`config.mk`:
```
export PLATFORM = sky130hd
export DESIGN_NAME = linear_interp_resampler_with_gain
export DESIGN_NICKNAME = d
export VERILOG_FILES = /design/src/hw/rtl/lirg_pkg.sv /design/src/hw/rtl/lirg_regs.sv /design/src/hw/rtl/lirg_div.sv /design/src/hw/rtl/lirg_dp.sv /design/src/hw/rtl/lirg_ctrl.sv /design/src/hw/rtl/linear_interp_resampler_with_gain.sv
export SDC_FILE = /design/constraint.sdc
export NUM_CORES = 2
export LEC_CHECK = 0
export BUFFER_PORTS_ARGS = -buffer_cell sky130_fd_sc_hd__buf_2
export CAP_MARGIN = 20
export CORE_MARGIN = 2
export CORE_UTILIZATION = 70
export CTS_CLUSTER_DIAMETER = 100
export DETAILED_ROUTE_END_ITERATION = 12
export PLACE_DENSITY = 0.88
export SYNTH_ARGS = -nofsm -noshare
export SYNTH_HDL_FRONTEND = slang
export SYNTH_SLANG_ARGS = --single-unit
```
`constraint.sdc`:
```
create_clock -name clk -period 19 [get_ports clk]
set_input_delay 0.95 -clock clk [delete_from_list [all_inputs] [get_ports clk]]
set_output_delay 0.95 -clock clk [all_outputs]
set_load 0.05 [all_outputs]
```
`src/hw/rtl/lirg_pkg.sv`:
```
// ----------------------------------------------------------------------------
// lirg_pkg: shared types and constants of the linear resampler
// Sample and result transfer types, configuration bundle, register indexes
// and the command and status bundles between controller and datapath.
// ----------------------------------------------------------------------------
package lirg_pkg;

	localparam int SAMPLE_BITS  = 16;
	localparam int RATE_W       = 18;
	localparam int GAIN_W       = 17;
	localparam int GAIN_FRAC    = 16;
	localparam int GAIN_ROUND   = (1 << GAIN_FRAC) - 1;
	localparam int MAX_RESULTS  = 16;
	localparam int CNT_W        = $clog2(MAX_RESULTS + 1);

	// Budget is (ahead+1)*out_rate - phase; it never reaches 2*2^RATE_W.
	localparam int BUDGET_W     = RATE_W + 1;
	localparam int AHEAD_W      = RATE_W + 3;
	localparam int ACC_W        = SAMPLE_BITS + RATE_W + 1;
	localparam int DIV_W        = SAMPLE_BITS + RATE_W;
	localparam int DIV_CNT_W    = $clog2(DIV_W + 1);

	localparam int IN_RATE_RST  = 22050;
	localparam int OUT_RATE_RST = 16000;
	localparam int GAIN_RST     = 65536;

	localparam int NUM_REGS     = 3;
	localparam int APB_DATA_W   = 32;
	localparam int APB_ADDR_W   = $clog2(NUM_REGS * 4);
	localparam int REG_IDX_W    = APB_ADDR_W - 2;

	typedef enum logic [REG_IDX_W-1:0] {
		REG_IN_RATE  = 0,
		REG_OUT_RATE = 1,
		REG_GAIN     = 2
	} reg_idx_t;

	typedef struct packed {
		logic signed [SAMPLE_BITS-1:0] sample;
		logic                          chunk_last;
	} src_item_t;

	typedef struct packed {
		logic signed [SAMPLE_BITS-1:0] out_sample;
		logic                          run_last;
	} dst_item_t;

	// Effective settings: a rate of zero already reads as one here.
	typedef struct packed {
		logic [RATE_W-1:0] in_rate;
		logic [RATE_W-1:0] out_rate;
		logic [GAIN_W-1:0] gain;
	} cfg_t;

	typedef struct packed {
		logic accept;
		logic restart;
		logic mul_lo;
		logic mul_hi;
		logic div_val;
		logic val_take;
		logic gain_mul;
		logic gain_take;
		logic div_step;
		logic step_take;
		logic emit;
		logic emit_last;
	} dp_cmd_t;

	typedef struct packed {
		logic go;
		logic div_done;
		logic out_free;
		logic last;
		logic gain_on;
	} dp_status_t;

endpackage

```
`src/hw/rtl/lirg_regs.sv`:
```
// ----------------------------------------------------------------------------
// lirg_regs: configuration registers
// APB register file for the two rates and the gain. A rate write asks for
// the current chunk to be restarted.
// ----------------------------------------------------------------------------
module lirg_regs (
	input  logic                                 clk,
	input  logic                                 arst_n,
	input  logic                                 psel,
	input  logic                                 penable,
	input  logic                                 pwrite,
	input  logic [lirg_pkg::APB_ADDR_W-1:0]      paddr,
	input  logic [lirg_pkg::APB_DATA_W-1:0]      pwdata,
	output logic [lirg_pkg::APB_DATA_W-1:0]      prdata,
	output logic                                 pready,
	output lirg_pkg::cfg_t                       cfg,
	output logic                                 restart
);

	localparam int RW = lirg_pkg::RATE_W;
	localparam int GW = lirg_pkg::GAIN_W;
	localparam int DW = lirg_pkg::APB_DATA_W;

	logic [RW-1:0]        in_rate_q;
	logic [RW-1:0]        out_rate_q;
	logic [GW-1:0]        gain_q;
	logic                 wr;
	lirg_pkg::reg_idx_t   idx;

	assign pready = 1'b1;
	assign wr     = psel & penable & pwrite;
	assign idx    = lirg_pkg::reg_idx_t'(paddr[lirg_pkg::APB_ADDR_W-1:2]);

	always_ff @(posedge clk or negedge arst_n) begin
		if (!arst_n) begin
			in_rate_q  <= RW'(lirg_pkg::IN_RATE_RST);
			out_rate_q <= RW'(lirg_pkg::OUT_RATE_RST);
			gain_q     <= GW'(lirg_pkg::GAIN_RST);
		end else if (wr) begin
			unique case (idx)
				lirg_pkg::REG_IN_RATE:  in_rate_q  <= pwdata[RW-1:0];
				lirg_pkg::REG_OUT_RATE: out_rate_q <= pwdata[RW-1:0];
				lirg_pkg::REG_GAIN:     gain_q     <= pwdata[GW-1:0];
				default: ;
			endcase
		end
	end

	always_comb begin
		unique case (idx)
			lirg_pkg::REG_IN_RATE:  prdata = DW'(in_rate_q);
			lirg_pkg::REG_OUT_RATE: prdata = DW'(out_rate_q);
			lirg_pkg::REG_GAIN:     prdata = DW'(gain_q);
			default:                prdata = '0;
		endcase
	end

	assign restart = wr && (idx == lirg_pkg::REG_IN_RATE || idx == lirg_pkg::REG_OUT_RATE);

	assign cfg.in_rate  = (in_rate_q == '0) ? RW'(1) : in_rate_q;
	assign cfg.out_rate = (out_rate_q == '0) ? RW'(1) : out_rate_q;
	assign cfg.gain     = gain_q;

endmodule

```
`src/hw/rtl/lirg_div.sv`:
```
// ----------------------------------------------------------------------------
// lirg_div: iterative unsigned divider
// Restoring division, one quotient bit per cycle. done pulses for one cycle
// when quotient and remainder are ready; they then hold until the next start.
// ----------------------------------------------------------------------------
module lirg_div (
	input  logic                              clk,
	input  logic                              arst_n,
	input  logic                              start,
	input  logic [lirg_pkg::DIV_W-1:0]        dividend,
	input  logic [lirg_pkg::RATE_W-1:0]       divisor,
	output logic                              done,
	output logic [lirg_pkg::DIV_W-1:0]        quotient,
	output logic [lirg_pkg::RATE_W-1:0]       remainder
);

	localparam int W  = lirg_pkg::DIV_W;
	localparam int RW = lirg_pkg::RATE_W;
	localparam int CW = lirg_pkg::DIV_CNT_W;

	logic          busy_q;
	logic          done_q;
	logic [CW-1:0] cnt_q;
	logic [W-1:0]  quo_q;
	logic [RW-1:0] rem_q;
	logic [RW-1:0] dvs_q;
	logic [RW:0]   shifted;
	logic [RW+1:0] diff;

	assign shifted = {rem_q, quo_q[W-1]};
	assign diff    = {1'b0, shifted} - {2'b00, dvs_q};

	always_ff @(posedge clk or negedge arst_n) begin
		if (!arst_n) begin
			busy_q <= 1'b0;
			done_q <= 1'b0;
			cnt_q  <= '0;
		end else if (start) begin
			busy_q <= 1'b1;
			done_q <= 1'b0;
			cnt_q  <= CW'(W);
		end else if (busy_q) begin
			cnt_q <= cnt_q - CW'(1);
			if (cnt_q == CW'(1)) begin
				busy_q <= 1'b0;
				done_q <= 1'b1;
			end
		end else begin
			done_q <= 1'b0;
		end
	end

	// The partial remainder stays below the divisor, so it fits in RATE_W bits.
	always_ff @(posedge clk) begin
		if (start) begin
			quo_q <= dividend;
			rem_q <= '0;
			dvs_q <= divisor;
		end else if (busy_q) begin
			if (!diff[RW+1]) begin
				rem_q <= diff[RW-1:0];
				quo_q <= {quo_q[W-2:0], 1'b1};
			end else begin
				rem_q <= shifted[RW-1:0];
				quo_q <= {quo_q[W-2:0], 1'b0};
			end
		end
	end

	assign done      = done_q;
	assign quotient  = quo_q;
	assign remainder = rem_q;

endmodule

```
`src/hw/rtl/lirg_dp.sv`:
```
// ----------------------------------------------------------------------------
// lirg_dp: resampler datapath
// Holds the interpolation state, one shared multiplier, the divider and the
// output register. Every register update is ordered by the controller.
// ----------------------------------------------------------------------------
module lirg_dp (
	input  logic                   clk,
	input  logic                   arst_n,
	input  lirg_pkg::cfg_t         cfg,
	input  lirg_pkg::dp_cmd_t      cmd,
	output lirg_pkg::dp_status_t   status,
	input  lirg_pkg::src_item_t    src_data,
	output logic                   dst_valid,
	input  logic                   dst_stall,
	output lirg_pkg::dst_item_t    dst_data
);

	localparam int SB = lirg_pkg::SAMPLE_BITS;
	localparam int RW = lirg_pkg::RATE_W;
	localparam int BW = lirg_pkg::BUDGET_W;
	localparam int AW = lirg_pkg::AHEAD_W;
	localparam int CW = lirg_pkg::ACC_W;
	localparam int DW = lirg_pkg::DIV_W;
	localparam int GF = lirg_pkg::GAIN_FRAC;

	logic signed [SB-1:0] held_q;
	logic signed [SB-1:0] hi_q;
	logic signed [SB-1:0] newest_q;
	logic                 last_q;
	logic signed [AW-1:0] ahead_q;
	logic [RW-1:0]        phase_q;
	logic [BW-1:0]        budget_q;
	logic signed [CW-1:0] acc_q;
	logic                 neg_q;
	logic signed [SB-1:0] val_q;
	logic                 dst_valid_q;
	lirg_pkg::dst_item_t  dst_data_q;

	logic signed [SB-1:0] mul_a;
	logic [RW-1:0]        mul_b;
	logic signed [CW-1:0] product;
	logic signed [SB-1:0] hi_sel;
	logic                 ahead_ge1;
	logic                 ahead_zero;
	logic signed [AW-1:0] ahead_inc;
	logic signed [AW-1:0] ahead_dec;
	logic [CW-1:0]        acc_mag;
	logic signed [CW-1:0] acc_round;
	logic [DW-1:0]        step_num;
	logic                 div_start;
	logic [DW-1:0]        div_dividend;
	logic                 div_done;
	logic [DW-1:0]        div_quo;
	logic [RW-1:0]        div_rem;
	logic [SB:0]          quo_mag;
	logic [SB:0]          quo_neg;

	assign ahead_ge1  = !ahead_q[AW-1] && (ahead_q != '0);
	assign ahead_zero = (ahead_q == '0);
	assign hi_sel     = ahead_ge1 ? hi_q : held_q;
	assign ahead_inc  = ahead_q + AW'(1);
	assign ahead_dec  = ahead_q - AW'(div_quo);

	// One multiplier serves both interpolation terms and the gain.
	always_comb begin
		if (cmd.mul_hi) begin
			mul_a = hi_sel;
			mul_b = phase_q;
		end else if (cmd.gain_mul) begin
			mul_a = val_q;
			mul_b = RW'(cfg.gain);
		end else begin
			mul_a = held_q;
			mul_b = cfg.out_rate - phase_q;
		end
	end

	assign product   = mul_a * $signed({1'b0, mul_b});
	assign acc_mag   = acc_q[CW-1] ? -acc_q : acc_q;
	// Adding one less than unity before the shift truncates negatives toward zero.
	assign acc_round = acc_q + (acc_q[CW-1] ? CW'(lirg_pkg::GAIN_ROUND) : '0);
	assign step_num  = DW'(phase_q) + DW'(cfg.in_rate);

	assign div_start    = cmd.div_val | cmd.div_step;
	assign div_dividend = cmd.div_step ? step_num : acc_mag[DW-1:0];

	assign quo_mag = div_quo[SB:0];
	assign quo_neg = -quo_mag;

	lirg_div u_div (
		.clk       (clk),
		.arst_n    (arst_n),
		.start     (div_start),
		.dividend  (div_dividend),
		.divisor   (cfg.out_rate),
		.done      (div_done),
		.quotient  (div_quo),
		.remainder (div_rem)
	);

	always_ff @(posedge clk or negedge arst_n) begin
		if (!arst_n) begin
			held_q   <= '0;
			hi_q     <= '0;
			ahead_q  <= '1;
			phase_q  <= '0;
			budget_q <= '0;
			last_q   <= 1'b0;
		end else if (cmd.restart) begin
			held_q   <= '0;
			hi_q     <= '0;
			ahead_q  <= '1;
			phase_q  <= '0;
			budget_q <= '0;
		end else if (cmd.accept) begin
			ahead_q  <= ahead_inc;
			budget_q <= budget_q + BW'(cfg.out_rate);
			last_q   <= src_data.chunk_last;
			if (ahead_inc == '0) begin
				held_q <= src_data.sample;
			end else if (ahead_inc == AW'(1)) begin
				hi_q <= src_data.sample;
			end
		end else if (cmd.step_take) begin
			ahead_q  <= ahead_dec;
			phase_q  <= div_rem;
			budget_q <= budget_q - BW'(cfg.in_rate);
			if ((div_quo != '0) && (ahead_dec == '0)) begin
				held_q <= newest_q;
			end
		end
	end

	always_ff @(posedge clk) begin
		if (cmd.accept) begin
			newest_q <= src_data.sample;
		end
		if (cmd.mul_lo || cmd.gain_mul) begin
			acc_q <= product;
		end else if (cmd.mul_hi) begin
			acc_q <= acc_q + product;
		end
		if (cmd.div_val) begin
			neg_q <= acc_q[CW-1];
		end
		if (cmd.val_take) begin
			val_q <= neg_q ? quo_neg[SB-1:0] : quo_mag[SB-1:0];
		end else if (cmd.gain_take) begin
			val_q <= acc_round[GF+SB-1:GF];
		end
	end

	always_ff @(posedge clk or negedge arst_n) begin
		if (!arst_n) begin
			dst_valid_q <= 1'b0;
		end else if (cmd.emit) begin
			dst_valid_q <= 1'b1;
		end else if (!dst_stall) begin
			dst_valid_q <= 1'b0;
		end
	end

	always_ff @(posedge clk) begin
		if (cmd.emit) begin
			dst_data_q.out_sample <= val_q;
			dst_data_q.run_last   <= cmd.emit_last;
		end
	end

	assign dst_valid = dst_valid_q;
	assign dst_data  = dst_data_q;

	assign status.go       = (ahead_ge1 || (last_q && ahead_zero))
		&& ({1'b0, cfg.in_rate} <= budget_q);
	assign status.div_done = div_done;
	assign status.out_free = !dst_valid_q || !dst_stall;
	assign status.last     = last_q;
	assign status.gain_on  = !cfg.gain[lirg_pkg::GAIN_W-1];

endmodule

```
`src/hw/rtl/lirg_ctrl.sv`:
```
// ----------------------------------------------------------------------------
// lirg_ctrl: resampler controller
// Sequences one input sample: decides whether another result is due, walks
// the datapath through interpolation, gain (only with gain_on) and position
// update, and places each finished result in the output register.
// ----------------------------------------------------------------------------
module lirg_ctrl (
	input  logic                   clk,
	input  logic                   arst_n,
	input  logic                   src_valid,
	output logic                   src_stall,
	input  logic                   cfg_restart,
	input  lirg_pkg::dp_status_t   status,
	output lirg_pkg::dp_cmd_t      cmd
);

	localparam int NW = lirg_pkg::CNT_W;

	typedef enum logic [3:0] {
		ST_IDLE,
		ST_CHECK,
		ST_MUL_LO,
		ST_MUL_HI,
		ST_VDIV,
		ST_VWAIT,
		ST_GMUL,
		ST_GSHIFT,
		ST_SDIV,
		ST_SWAIT
	} state_t;

	state_t        state_q;
	logic          src_stall_q;
	logic [NW-1:0] cnt_q;
	logic          pending_q;
	logic          val_due_q;
	logic          accept;
	logic          check_ok;
	logic [NW-1:0] cnt_next;

	assign accept   = (state_q == ST_IDLE) && src_valid && !src_stall_q;
	// A computed result waits here until the output register can take it.
	assign check_ok = !pending_q || status.out_free;
	assign cnt_next = cnt_q + NW'(pending_q);

	always_comb begin
		cmd        = '0;
		cmd.accept = accept;
		unique case (state_q)
			ST_IDLE: cmd.restart = cfg_restart;
			ST_CHECK: begin
				if (check_ok) begin
					cmd.emit      = pending_q;
					cmd.emit_last = !status.go
						|| (cnt_q == NW'(lirg_pkg::MAX_RESULTS - 1));
					cmd.restart   = !status.go && status.last;
				end
			end
			ST_MUL_LO: cmd.mul_lo    = 1'b1;
			ST_MUL_HI: cmd.mul_hi    = 1'b1;
			ST_VDIV:   cmd.div_val   = 1'b1;
			ST_VWAIT:  cmd.val_take  = status.div_done;
			ST_GMUL:   cmd.gain_mul  = 1'b1;
			ST_GSHIFT: cmd.gain_take = 1'b1;
			ST_SDIV:   cmd.div_step  = 1'b1;
			ST_SWAIT:  cmd.step_take = status.div_done;
			default: ;
		endcase
	end

	always_ff @(posedge clk or negedge arst_n) begin
		if (!arst_n) begin
			state_q     <= ST_IDLE;
			src_stall_q <= 1'b0;
			cnt_q       <= '0;
			pending_q   <= 1'b0;
			val_due_q   <= 1'b0;
		end else begin
			unique case (state_q)
				ST_IDLE: begin
					if (accept) begin
						state_q     <= ST_CHECK;
						src_stall_q <= 1'b1;
						cnt_q       <= '0;
						pending_q   <= 1'b0;
					end
				end
				ST_CHECK: begin
					if (check_ok) begin
						cnt_q     <= cnt_next;
						pending_q <= 1'b0;
						if (status.go) begin
							// Past the result limit the position still advances.
							if (cnt_next < NW'(lirg_pkg::MAX_RESULTS)) begin
								state_q   <= ST_MUL_LO;
								val_due_q <= 1'b1;
							end else begin
								state_q   <= ST_SDIV;
								val_due_q <= 1'b0;
							end
						end else begin
							state_q     <= ST_IDLE;
							src_stall_q <= 1'b0;
						end
					end
				end
				ST_MUL_LO: state_q <= ST_MUL_HI;
				ST_MUL_HI: state_q <= ST_VDIV;
				ST_VDIV:   state_q <= ST_VWAIT;
				ST_VWAIT: begin
					if (status.div_done) begin
						state_q <= status.gain_on ? ST_GMUL : ST_SDIV;
					end
				end
				ST_GMUL:   state_q <= ST_GSHIFT;
				ST_GSHIFT: state_q <= ST_SDIV;
				ST_SDIV:   state_q <= ST_SWAIT;
				ST_SWAIT: begin
					if (status.div_done) begin
						pending_q <= val_due_q;
						state_q   <= ST_CHECK;
					end
				end
				default: state_q <= ST_IDLE;
			endcase
		end
	end

	assign src_stall = src_stall_q;

endmodule

```
`src/hw/rtl/linear_interp_resampler_with_gain.sv`:
```
// ----------------------------------------------------------------------------
// linear_interp_resampler_with_gain: linear interpolation resampler
// Top level: configuration registers, controller and datapath.
// ----------------------------------------------------------------------------
// Source samples arrive on the src channel, one per transfer, the final
// sample of a chunk flagged by chunk_last. Each sample gives zero or more
// resampled results on the dst channel; run_last marks the last result that
// belongs to that sample. The APB port sets in_rate, out_rate and gain; a
// rate write made while no sample is being processed restarts the current chunk.
// Each result runs the bit-serial divider twice, once for the interpolated
// value and once for the position step; the gain multiply is skipped when
// gain bit 16 is set, as at unity gain. Results beyond sixteen for one
// sample are dropped and cost only the step division.
// After reset the registers hold 22050, 16000 and unity gain and no chunk is
// in progress. A stalled dst channel holds the result in the output register;
// the block finishes its current result and then waits, keeping src stalled.
// The next sample is taken while the last result still waits in that register.
// ----------------------------------------------------------------------------
module linear_interp_resampler_with_gain (
	input  logic                              clk,
	input  logic                              arst_n,
	input  logic                              psel,
	input  logic                              penable,
	input  logic                              pwrite,
	input  logic [lirg_pkg::APB_ADDR_W-1:0]   paddr,
	input  logic [lirg_pkg::APB_DATA_W-1:0]   pwdata,
	output logic [lirg_pkg::APB_DATA_W-1:0]   prdata,
	output logic                              pready,
	input  logic                              src_valid,
	output logic                              src_stall,
	input  lirg_pkg::src_item_t               src_data,
	output logic                              dst_valid,
	input  logic                              dst_stall,
	output lirg_pkg::dst_item_t               dst_data
);

	lirg_pkg::cfg_t       cfg;
	lirg_pkg::dp_cmd_t    cmd;
	lirg_pkg::dp_status_t status;
	logic                 cfg_restart;

	lirg_regs u_regs (
		.clk     (clk),
		.arst_n  (arst_n),
		.psel    (psel),
		.penable (penable),
		.pwrite  (pwrite),
		.paddr   (paddr),
		.pwdata  (pwdata),
		.prdata  (prdata),
		.pready  (pready),
		.cfg     (cfg),
		.restart (cfg_restart)
	);

	lirg_ctrl u_ctrl (
		.clk         (clk),
		.arst_n      (arst_n),
		.src_valid   (src_valid),
		.src_stall   (src_stall),
		.cfg_restart (cfg_restart),
		.status      (status),
		.cmd         (cmd)
	);

	lirg_dp u_dp (
		.clk       (clk),
		.arst_n    (arst_n),
		.cfg       (cfg),
		.cmd       (cmd),
		.status    (status),
		.src_data  (src_data),
		.dst_valid (dst_valid),
		.dst_stall (dst_stall),
		.dst_data  (dst_data)
	);

	// Once a sample is taken, no further sample may enter until it is finished.
	a_stall_after_accept: assert property (@(posedge clk) disable iff (!arst_n)
		(src_valid && !src_stall) |=> src_stall)
		else $error("sample transfer was not followed by a stall");

	// A result must never overwrite one that the receiver has not yet taken.
	a_emit_into_free: assert property (@(posedge clk) disable iff (!arst_n)
		cmd.emit |-> status.out_free)
		else $error("result written while the output register was occupied");

	// The shared multiplier serves one operand pair per cycle.
	a_mul_exclusive: assert property (@(posedge clk) disable iff (!arst_n)
		$onehot0({cmd.mul_lo, cmd.mul_hi, cmd.gain_mul}))
		else $error("multiplier claimed by more than one operation");

endmodule
```
==> impl_metrics.json <==
{
  "startpoint_type": "register",
  "insertion_delay_ns": 0.60,
  "yosysTopAreaCellShare_pct": 13.85,
  "track_usage_pct": 39.81,
  "ant_nets": 0,
  "tns_ns": 0,
  "synth_cell_types": 91,
  "area.growth.synth_to_final_pct": 6.575,
  "critPathKind": "reg -> reg",
  "synth_area_leaders": "fa_1 14%, edfxtp_1 12%, ha_1 11%",
  "fp.dieH_um": 221.4,
  "drive_gt1_share_pct": 8.898,
  "grt_max_degree": 81,
  "core_um2": 46650,
  "synth_warnings": 0,
  "fin_skew_ns": 0.03664,
  "core.rowCount": 79,
  "cts_resized": 0,
  "cts_tree": "built",
  "cts_made_buffers": 37,
  "start_util_pct": 70.93,
  "slowest_stage": "fa_1",
  "worst_ep_arrival_time_ns": 13.20,
  "hpwlAfterDp_um": 72330,
  "drv_slew": 0,
  "slew_headroom_pct": 22.41,
  "diodes": 0,
  "wl_met1_um": 36610,
  "synth_area_per_cell_um2": 8.661,
  "synth_area_leader_cell": "fa_1",
  "cts.sinks": 320,
  "wl_met2_um": 43180,
  "seq_area_um2": 8646,
  "cts_setup_buffers": 0,
  "wire_per_inst_um": 21.82,
  "die_w_um": 221.4,
  "nNetsFinal": 4408,
  "hp-class": "in -> async",
  "root_buffer": "clkbuf_16",
  "cp.required_ns": 19.35,
  "multiInputGateArea_um2": 22190,
  "min_period_ns": 12.86,
  "grt_pass1_wl_um": 153800,
  "highest_layer": "met5",
  "drt_iter0_drc": 3612,
  "ys_ff_latch": 320,
  "first_global_vias": 28700,
  "wl_um": 97340,
  "io_pins": 112,
  "outcome": "finished, violations left",
  "fillers": 3297,
  "first_pass_iters": 10,
  "dieArea_um2": 49030,
  "io_buffers": 80,
  "finalCritPeriodShare_pct": 67.67,
  "antenna_found_initial": 1,
  "grt_overflow": 0,
  "gp_congestion": 1.015,
  "ctsHoldBuffers": 0,
  "worst_pin_slew_ns": 1.163,
  "path_max_fanout": 9,
  "clockBufferDepth": 3,
  "drc": 10,
  "rsz0062_at_grt": "false",
  "via_count": 29180,
  "syn_inst": 3821,
  "viasPerCell": 6.540,
  "drv_cap": 0,
  "clk_pin_slew_ns": 0.07,
  "cts_max_level": 2,
  "final_cell_mix": "451 x nand2_1, 422 x inv_1, 353 x nor2_1",
  "yosysSeqAreaShare_pct": 26.12,
  "async_reset_ff_share_pct": 51.56,
  "wl_met3_um": 12260,
  "hold_viol": 0,
  "synth_flop_cell": "edfxtp_1",
  "synth.cell_area_um2": 33090,
  "cpMostUsedCell": "fa_1",
  "setup_viol": 0,
  "max_freq_mhz": 77.78,
  "failed_checks": "design-rule violations",
  "max_stage_delay_ns": 0.56,
  "synth_edf_count": 137,
  "worstSetupEndpointType": "register",
  "final_common_cell": "nand2_1"
}
-- routing by layer --
layer / vias up / global-route usage (%)
li1: 13110 / -
met4: 2 / 19.62
met1: 13860 / 52.53
met3: 368 / 9.056
met5: - / 0
met2: 1844 / 62.33
-- final timing paths --
kind                                                        from                      endpoint  slack (ns)  depth (start not counted)
worst min-delay path                                      arst_n       u_dp.last_q$_DFFE_PN0P_        0.26                          1
min in group clk                         u_dp.val_q[0]$_DFFE_PP_    u_dp.dst_data[1]$_DFFE_PP_        0.43                          0
worst min register to register           u_dp.val_q[0]$_DFFE_PP_    u_dp.dst_data[1]$_DFFE_PP_        0.43                          0
max in group asynchronous                                 arst_n  u_dp.budget_q[4]$_DFFE_PN0P_       17.46                          2
worst max-delay path            u_regs.out_rate_q[2]$_DFFE_PN0P_      u_dp.acc_q[34]$_DFFE_PP_        6.14                         48
worst max register to register  u_regs.out_rate_q[2]$_DFFE_PN0P_      u_dp.acc_q[34]$_DFFE_PP_        6.14                         48
-- flip-flops by register name, summed over array words and instances (netlist names), 19 cells and up --
register and count:
u_dp.ahead_q 21, u_dp.acc_q 35, u_dp.u_div.quotient 34, u_dp.budget_q 19
-- logic make-up (layout without fill, tap and decap cells) --
family                   count (synthesis)  count (layout)  share of synthesized area, %
adder cells (fa/ha/maj)                522             522                         24.93
AND/OR/NAND/NOR                       1157            1157                         15.55
buffers and inverters                  614             635                         7.172
XOR/XNOR                               203             203                         5.395
flip-flops                             320             320                         26.12
multiplexers                           102             102                         3.422
other                                    2              15                       0.02269
AO/OA/AOI/OAI                          901             901                         17.38
-- through the flow --
stage / util [%] / setup slack (ns) / hold slack [ns] / cells / area, um^2
2_1_floorplan: - / 8.111 / 0.4273 / 3834 / 33140
3_3_place_gp: 72.97 / 6.619 / 0.4408 / 4391 / 34050
3_5_place_dp: 72.97 / 6.445 / 0.4396 / 4391 / 34050
4_1_cts: 75.45 / 6.375 / 0.2639 / 4459 / 35200
5_1_grt: 75.60 / 5.512 / 0.2898 / 4462 / 35270
6_report: 75.60 / 6.143 / 0.2605 / 4462 / 35270
-- cell usage after synthesis, types with 10 or more instances --
library cell / number
a211oi_1: 30
dfrtp_1: 131
o22a_1: 13
o31a_1: 11
dfstp_2: 34
nand2b_1: 36
nand4_1: 19
or3_1: 29
nor4_1: 18
mux2_2: 49
inv_1: 423
o22ai_1: 17
a21o_1: 81
nor2_1: 356
a31oi_1: 23
nor2b_1: 21
o31ai_1: 36
clkbuf_1: 157
o21bai_1: 27
o21ai_0: 216
nand3_1: 68
xor2_1: 80
edfxtp_1: 137
and2_1: 13
or4_1: 15
dfxtp_1: 18
o211ai_1: 35
o21a_1: 43
buf_4: 15
o21ai_1: 19
fa_1: 229
and3_1: 21
nor3_1: 68
a21oi_1: 237
o221ai_1: 10
a31o_2: 11
ha_1: 293
nand2_1: 451
buf_1: 13
xnor2_1: 122
mux2i_1: 43
a211o_1: 10
mux2_4: 10
-- worst max-delay path: cells and delay by family, from the launching register on --
kind	cells	cell delay, ns
adders and majority gates	10	4.16
and+or+nand+nor	10	2.32
buffers and inverters	6	0.48
xor gates and xnor gates	2	0.37
AOI/OAI and AO/OA	20	4.82
DFF	1	0.51
-- layout make-up --
type	instances	area share, %
flip-flops and latches	320	24.51
multi-input cells	2900	62.92
inverters	424	4.512
repair buffers	143	2.629
clock buffers	46	2.806
clock inverters	22	0.4683
well taps	607	2.153
Power is left out: the tool's default activity adds up to more than one toggle a clock period on the data nets, which glitch-free logic cannot reach.
